===== src/sv/mpqb_pkg.sv =====
// ----------------------------------------------------------------------------
// mpqb_pkg
// Shared constants, codes and control types of the priority queue bank.
// ----------------------------------------------------------------------------
package mpqb_pkg;

	localparam int DEF_NUM_QUEUES  = 16;
	localparam int DEF_STORE_DEPTH = 256;

	localparam int FUNC_W  = 2;
	localparam int TAG_W   = 16;
	localparam int RANK_W  = 16;
	localparam int QIDX_W  = 4;
	localparam int STAT_W  = 3;
	localparam int COUNT_W = 9;

	localparam int IN_DATA_W  = 40;
	localparam int OUT_DATA_W = 32;

	typedef enum logic [FUNC_W-1:0] {
		FN_INSERT  = 2'd0,
		FN_EXTRACT = 2'd1,
		FN_MOVE    = 2'd2
	} func_t;

	localparam logic [STAT_W-1:0] ST_INSERTED = 3'd0;
	localparam logic [STAT_W-1:0] ST_PRINTED  = 3'd1;
	localparam logic [STAT_W-1:0] ST_EMPTY    = 3'd2;
	localparam logic [STAT_W-1:0] ST_MOVED    = 3'd3;
	localparam logic [STAT_W-1:0] ST_FULL     = 3'd4;

	typedef struct packed {
		logic in_ready;
		logic start;
		logic clear;
		logic scan;
		logic drain;
		logic commit;
	} ctrl_cmd_t;

	typedef struct packed {
		logic op_start;
		logic clr_last;
		logic scan_last;
		logic out_free;
	} dp_stat_t;

endpackage


===== src/sv/mpqb_ctrl.sv =====
// ----------------------------------------------------------------------------
// mpqb_ctrl
// Sequencer: clear sweep after reset, then accept, scan, drain and finish.
// ----------------------------------------------------------------------------
module mpqb_ctrl (
	input  logic                clk,
	input  logic                arst_n,
	input  mpqb_pkg::dp_stat_t  stat,
	output mpqb_pkg::ctrl_cmd_t cmd
);
	import mpqb_pkg::*;

	typedef enum logic [4:0] {
		S_CLEAR  = 5'b00001,
		S_IDLE   = 5'b00010,
		S_SCAN   = 5'b00100,
		S_DRAIN  = 5'b01000,
		S_FINISH = 5'b10000
	} state_t;

	state_t state_q;
	state_t state_d;

	always_comb begin
		state_d = state_q;
		cmd     = '0;
		unique case (state_q)
			S_CLEAR: begin
				cmd.clear = 1'b1;
				if (stat.clr_last) begin
					state_d = S_IDLE;
				end
			end
			S_IDLE: begin
				cmd.in_ready = 1'b1;
				if (stat.op_start) begin
					cmd.start = 1'b1;
					state_d   = S_SCAN;
				end
			end
			S_SCAN: begin
				cmd.scan = 1'b1;
				if (stat.scan_last) begin
					state_d = S_DRAIN;
				end
			end
			S_DRAIN: begin
				cmd.drain = 1'b1;
				state_d   = S_FINISH;
			end
			S_FINISH: begin
				if (stat.out_free) begin
					cmd.commit = 1'b1;
					state_d    = S_IDLE;
				end
			end
			default: begin
				state_d = S_CLEAR;
			end
		endcase
	end

	always_ff @(posedge clk or negedge arst_n) begin
		if (!arst_n) begin
			state_q <= S_CLEAR;
		end else begin
			state_q <= state_d;
		end
	end

endmodule


===== config.mk =====
export PLATFORM = sky130hd
export DESIGN_NAME = mpqb_ctrl
export DESIGN_NICKNAME = d
export VERILOG_FILES = /design/src/sv/mpqb_pkg.sv /design/src/sv/mpqb_ctrl.sv
export SDC_FILE = /design/constraint.sdc
export NUM_CORES = 1
export LEC_CHECK = 0
export ABC_AREA = 1
export ABC_CLOCK_PERIOD_IN_PS = 1250
export BUFFER_PORTS_ARGS = -buffer_cell sky130_fd_sc_hd__buf_2
export CAP_MARGIN = 20
export CORE_AREA = 2 2 39 41
export CTS_BUF_LIST = sky130_fd_sc_hd__clkbuf_2 sky130_fd_sc_hd__clkbuf_4 sky130_fd_sc_hd__clkbuf_8
export DETAILED_ROUTE_END_ITERATION = 10
export DIE_AREA = 0 0 41 43
export GPL_TIMING_DRIVEN = 1
export PLACE_DENSITY_LB_ADDON = 0.2
export SLEW_MARGIN = 40
export SYNTH_ARGS = -nofsm -noshare
export SYNTH_HDL_FRONTEND = slang
export SYNTH_SLANG_ARGS = --single-unit

===== constraint.sdc =====
create_clock -name clk -period 1.25 [get_ports clk]
set_input_delay 0.25 -clock clk [delete_from_list [all_inputs] [get_ports clk]]
set_output_delay 0.25 -clock clk [all_outputs]
set_load 0.03 [all_outputs]

### After elaboration in Yosys (flattened, before gate mapping)

Index checks and enable logic that the tools add are counted.

| word-level totals | value |
|---|---|
| bits in latches | 0 |
| bits in read-only memories | 0 |
| memory bits (writable) | 0 |
| memories | 0 |
| input bits | 6 |
| flip-flop bits (word level) | 5 |

| cells by class | value |
|---|---|
| equality and inequality tests | 9 |
| mux-type cells | 12 |
| divide/modulo/power cells | 0 |
| multiply operators | 0 |
| add/subtract/negate cells | 0 |
| reduce and logical (&&, ||, !) cells | 1 |
| shifts and indexed selects | 0 |
| magnitude comparators | 0 |
| bitwise operators | 0 |

Operator list:

| operator | count |
|---|---|
| $pmux 5 s5 | 1 |
| $mux 5 | 4 |
| $ne 2x2->1 const B | 4 |
| $mux 1 | 6 |
| $eq 5x1->1 const B | 1 |
| $eq 5x2->1 const B | 1 |
| $eq 5x3->1 const B | 1 |
| $eq 5x4->1 const B | 1 |
| $eq 5x5->1 const B | 1 |
| $reduce_and 4->1 | 1 |
| $mux 2 | 1 |

### Longest topological paths before layout

| logic depth | value |
|---|---|
| depth after elaboration | 3 |
| depth in mapped cells | 7 |

### Worst setup path after synthesis

Ideal clock, no wire load.

| timing path | value |
|---|---|
| kind | reg2out |
| from | reg state_q[2] |
| to | out cmd[4] (netlist name) |
| cell stages (with the launch flop) | 4 |
| required time | 1000 ps |
| arrival | 1132 ps |
| slack | -132 ps |
| cells stage by stage | dfrtp_1 > nor2_2 > nand3_1 > nor2_1 |

RTL lines:

| what | line | source |
|---|---|---|
| from (decl) | mpqb_ctrl.sv:21 | `state_t state_q;` |
| from (signal assigned) | mpqb_ctrl.sv:67 | `state_q <= state_d;` |
| to (decl) | mpqb_ctrl.sv:9 | `output mpqb_pkg::ctrl_cmd_t cmd` |

==> flow_summary.toml <==
[status]
outcome = "complete, but fails checks"
violations = "setup timing"

[critical_path]
path_delay_family = "flip-flops"
cp_slowest_cell = "dfstp_2"
r2r_slack_ps = -140
arrival_ps = 1210
cp_cell_sequence = "inv_2 -> nor2_4 -> nand3_2 -> inv_2 -> buf_6"
cp_slowest_stage_delay_ps = 570
cp_data_required_time_ps = 1000
path_class = "reg2out"
endpoint_kind = "output pin"
crit_top_cell = "inv_2"
cp_num_buf_inv = 3
critPathLaunchType = "register"
worst-path-max-fanout = 3

[layout]
seq_area_um2 = 126
final_area_um2 = 667
multi_input_area_um2 = 213
largest_register_ffs = 5
final_util_pct = 48.2
largest_registers = "state_q (5)"
drive_gt1_share_pct = 70.1
regMostFlops = "state_q"
n_antenna_cell = 0
syn_to_final_growth_pct = 111
finalNonFillerCells = 93
fillers = 137
nets = 84

[sta]
period_needed_ps = 1460
skew_ps = 4.26
tightestPinTransition_ps = 235
hold_slack_ps = 302
relSlewSlack_pct = 84.2
slew_violations = 0
final.setup.tns_ps = -1300
rsz0062_at_grt = "true"
timing.fmax_mhz = 684
post-route-period-util_pct = 117
setup_slack_ps = -212
setup_viol = 8
hold_violations = 0

[synthesis]
syn-mean-instance-area_um2 = 6.74
ys_seq_area_share_pct = 39.9
synth_seq_cells = 5
yosysWarnings = 0
syn_area_um2 = 317
synth.distinct_cells = 13
synth_cells = 47
synth_fp_nets = 53

[clock_tree]
clkTransAtPathRegs_ps = 40
cts_made_buffers = 3
cts_buffer_depth = 2
htree_levels = 1
clk_latency_ps = 240
cts_tree = "yes"
cts_sinks = 5
cts_root_buffer = "clkbuf_4"

[global_route]
first_global_vias = 414
grt_max_degree = 8
grt-ovfl-total = 0
antenna_found_initial = 0
track_usage_pct = 13.5
grt_pass1_wl_um = 1610

[power_and_ir_drop]
power_density_mw_per_mm2 = 1830
peakVddDrop_uv = 1240
totalPowerFinal_mw = 1.22
leakage_nw = 0.355

[routing]
drt_pass1_iterations = 4
viasPerCell = 4.40
postRouteAntennaNets = 0
vias = 409
drt_first_iter_violations = 6
post_drt_wl_per_cell_um = 10.4
route.detailed.drc = 0
postRouteWirelength_um = 963

[die]
die_area_mm2 = 0.00176
io_pins = 12
die_h_um = 43
rows = 14
die_x_um = 41
start_util_pct = 22.9
core_area_mm2 = 0.00138

[placed_design]
placed_cells = 78
dp.final_hpwl_um = 612
place_congestion = 0.813
post-place-ws_ps = -79.2
portBuffers = 11
placed_area_um2 = 427

[hold_path]
hold_class = "in2reg"

[run]
cap_viol_max_count = 0
-- power by group --
part	internal [mW]	leakage (nW)	switching, mW
sequential	0.219	0.0646	0.0541
combinational	0.335	0.272	0.408
clock	0.142	0.0184	0.0618
total	0.695	0.355	0.524
-- synthesized netlist by cell type --
library cell / n / area, µm²
buf_4: 1 / 7.51
dfrtp_1: 4 / 100
dfstp_2: 1 / 26.3
inv_1: 11 / 41.3
inv_2: 1 / 3.75
nand2_1: 6 / 22.5
nand3_1: 6 / 30.0
nand4_1: 4 / 25.0
nor2_1: 7 / 26.3
nor2_2: 3 / 18.8
nor3_1: 1 / 5.00
o21ai_0: 1 / 5.00
o21ai_1: 1 / 5.00
-- worst paths after layout --
check | start | endpoint | cells past startpoint
max | state_q[0] | cmd[3] | 5
max reg2reg | state_q[0] | state_q[1] | 9
min | stat[2] | state_q[0] | 4
max in group asynchronous | arst_n | state_q[0] | 2
min reg2reg | state_q[1] | state_q[2] | 3
min in group asynchronous | arst_n | state_q[4] | 2
-- metal layers --
metal	up-vias	wire [µm]	share of wire (%)	global-route usage [%]
li1	208	-	-	-
met1	181	364	38	16.0
met2	18	512	53	20.3
met3	2	64	6.6	6.28
met4	0	21	2.2	5.33
met5	-	0	0	0
-- repair_timing --
item,in CTS,in global routing
hold buffers,1,0
gates resized for setup,20,18
endpoints found under the hold margin,5,0
endpoints found under the setup margin,6,9
pin swaps,7,5
setup buffers,8,3
-- worst register-to-register path, cell delays in order (launching register included) --
cell and delay, ps:
dfstp_2 570, inv_2 50, nor2_4 90, buf_4 110, buf_4 80, nand4_1 120
nand2_2 130, nor2_2 40, nand2_1 50, nand2_1 50
-- logic make-up after synthesis --
| group | after synthesis | share of synthesized area (%) |
|---|---|---|
| compound gates | 2 | 3.16 |
| buf+inv | 13 | 16.6 |
| flops | 5 | 39.9 |
| simple gates | 27 | 40.3 |
-- final cells by class --
type                       count  share of cell area (%)
inverter                      12                    7.13
clock buffer                   4                    4.50
timing repair buffer          27                    34.5
sequential                     5                    18.9
tap                           16                    3.00
multi-input combinational     29                    31.9
-- layout by cell type (no fill, tap or decap), drive strengths merged --
cell type	Yosys	final
dfstp	1	1
dlygate4sd3	0	1
nor2	10	10
inv	12	12
nand2	6	6
clkbuf	0	4
nor3	1	1
nand4	4	4
dfrtp	4	4
buf	1	26
nand3	6	6
o21ai	2	2
Power figures use the tool's default switching activity.
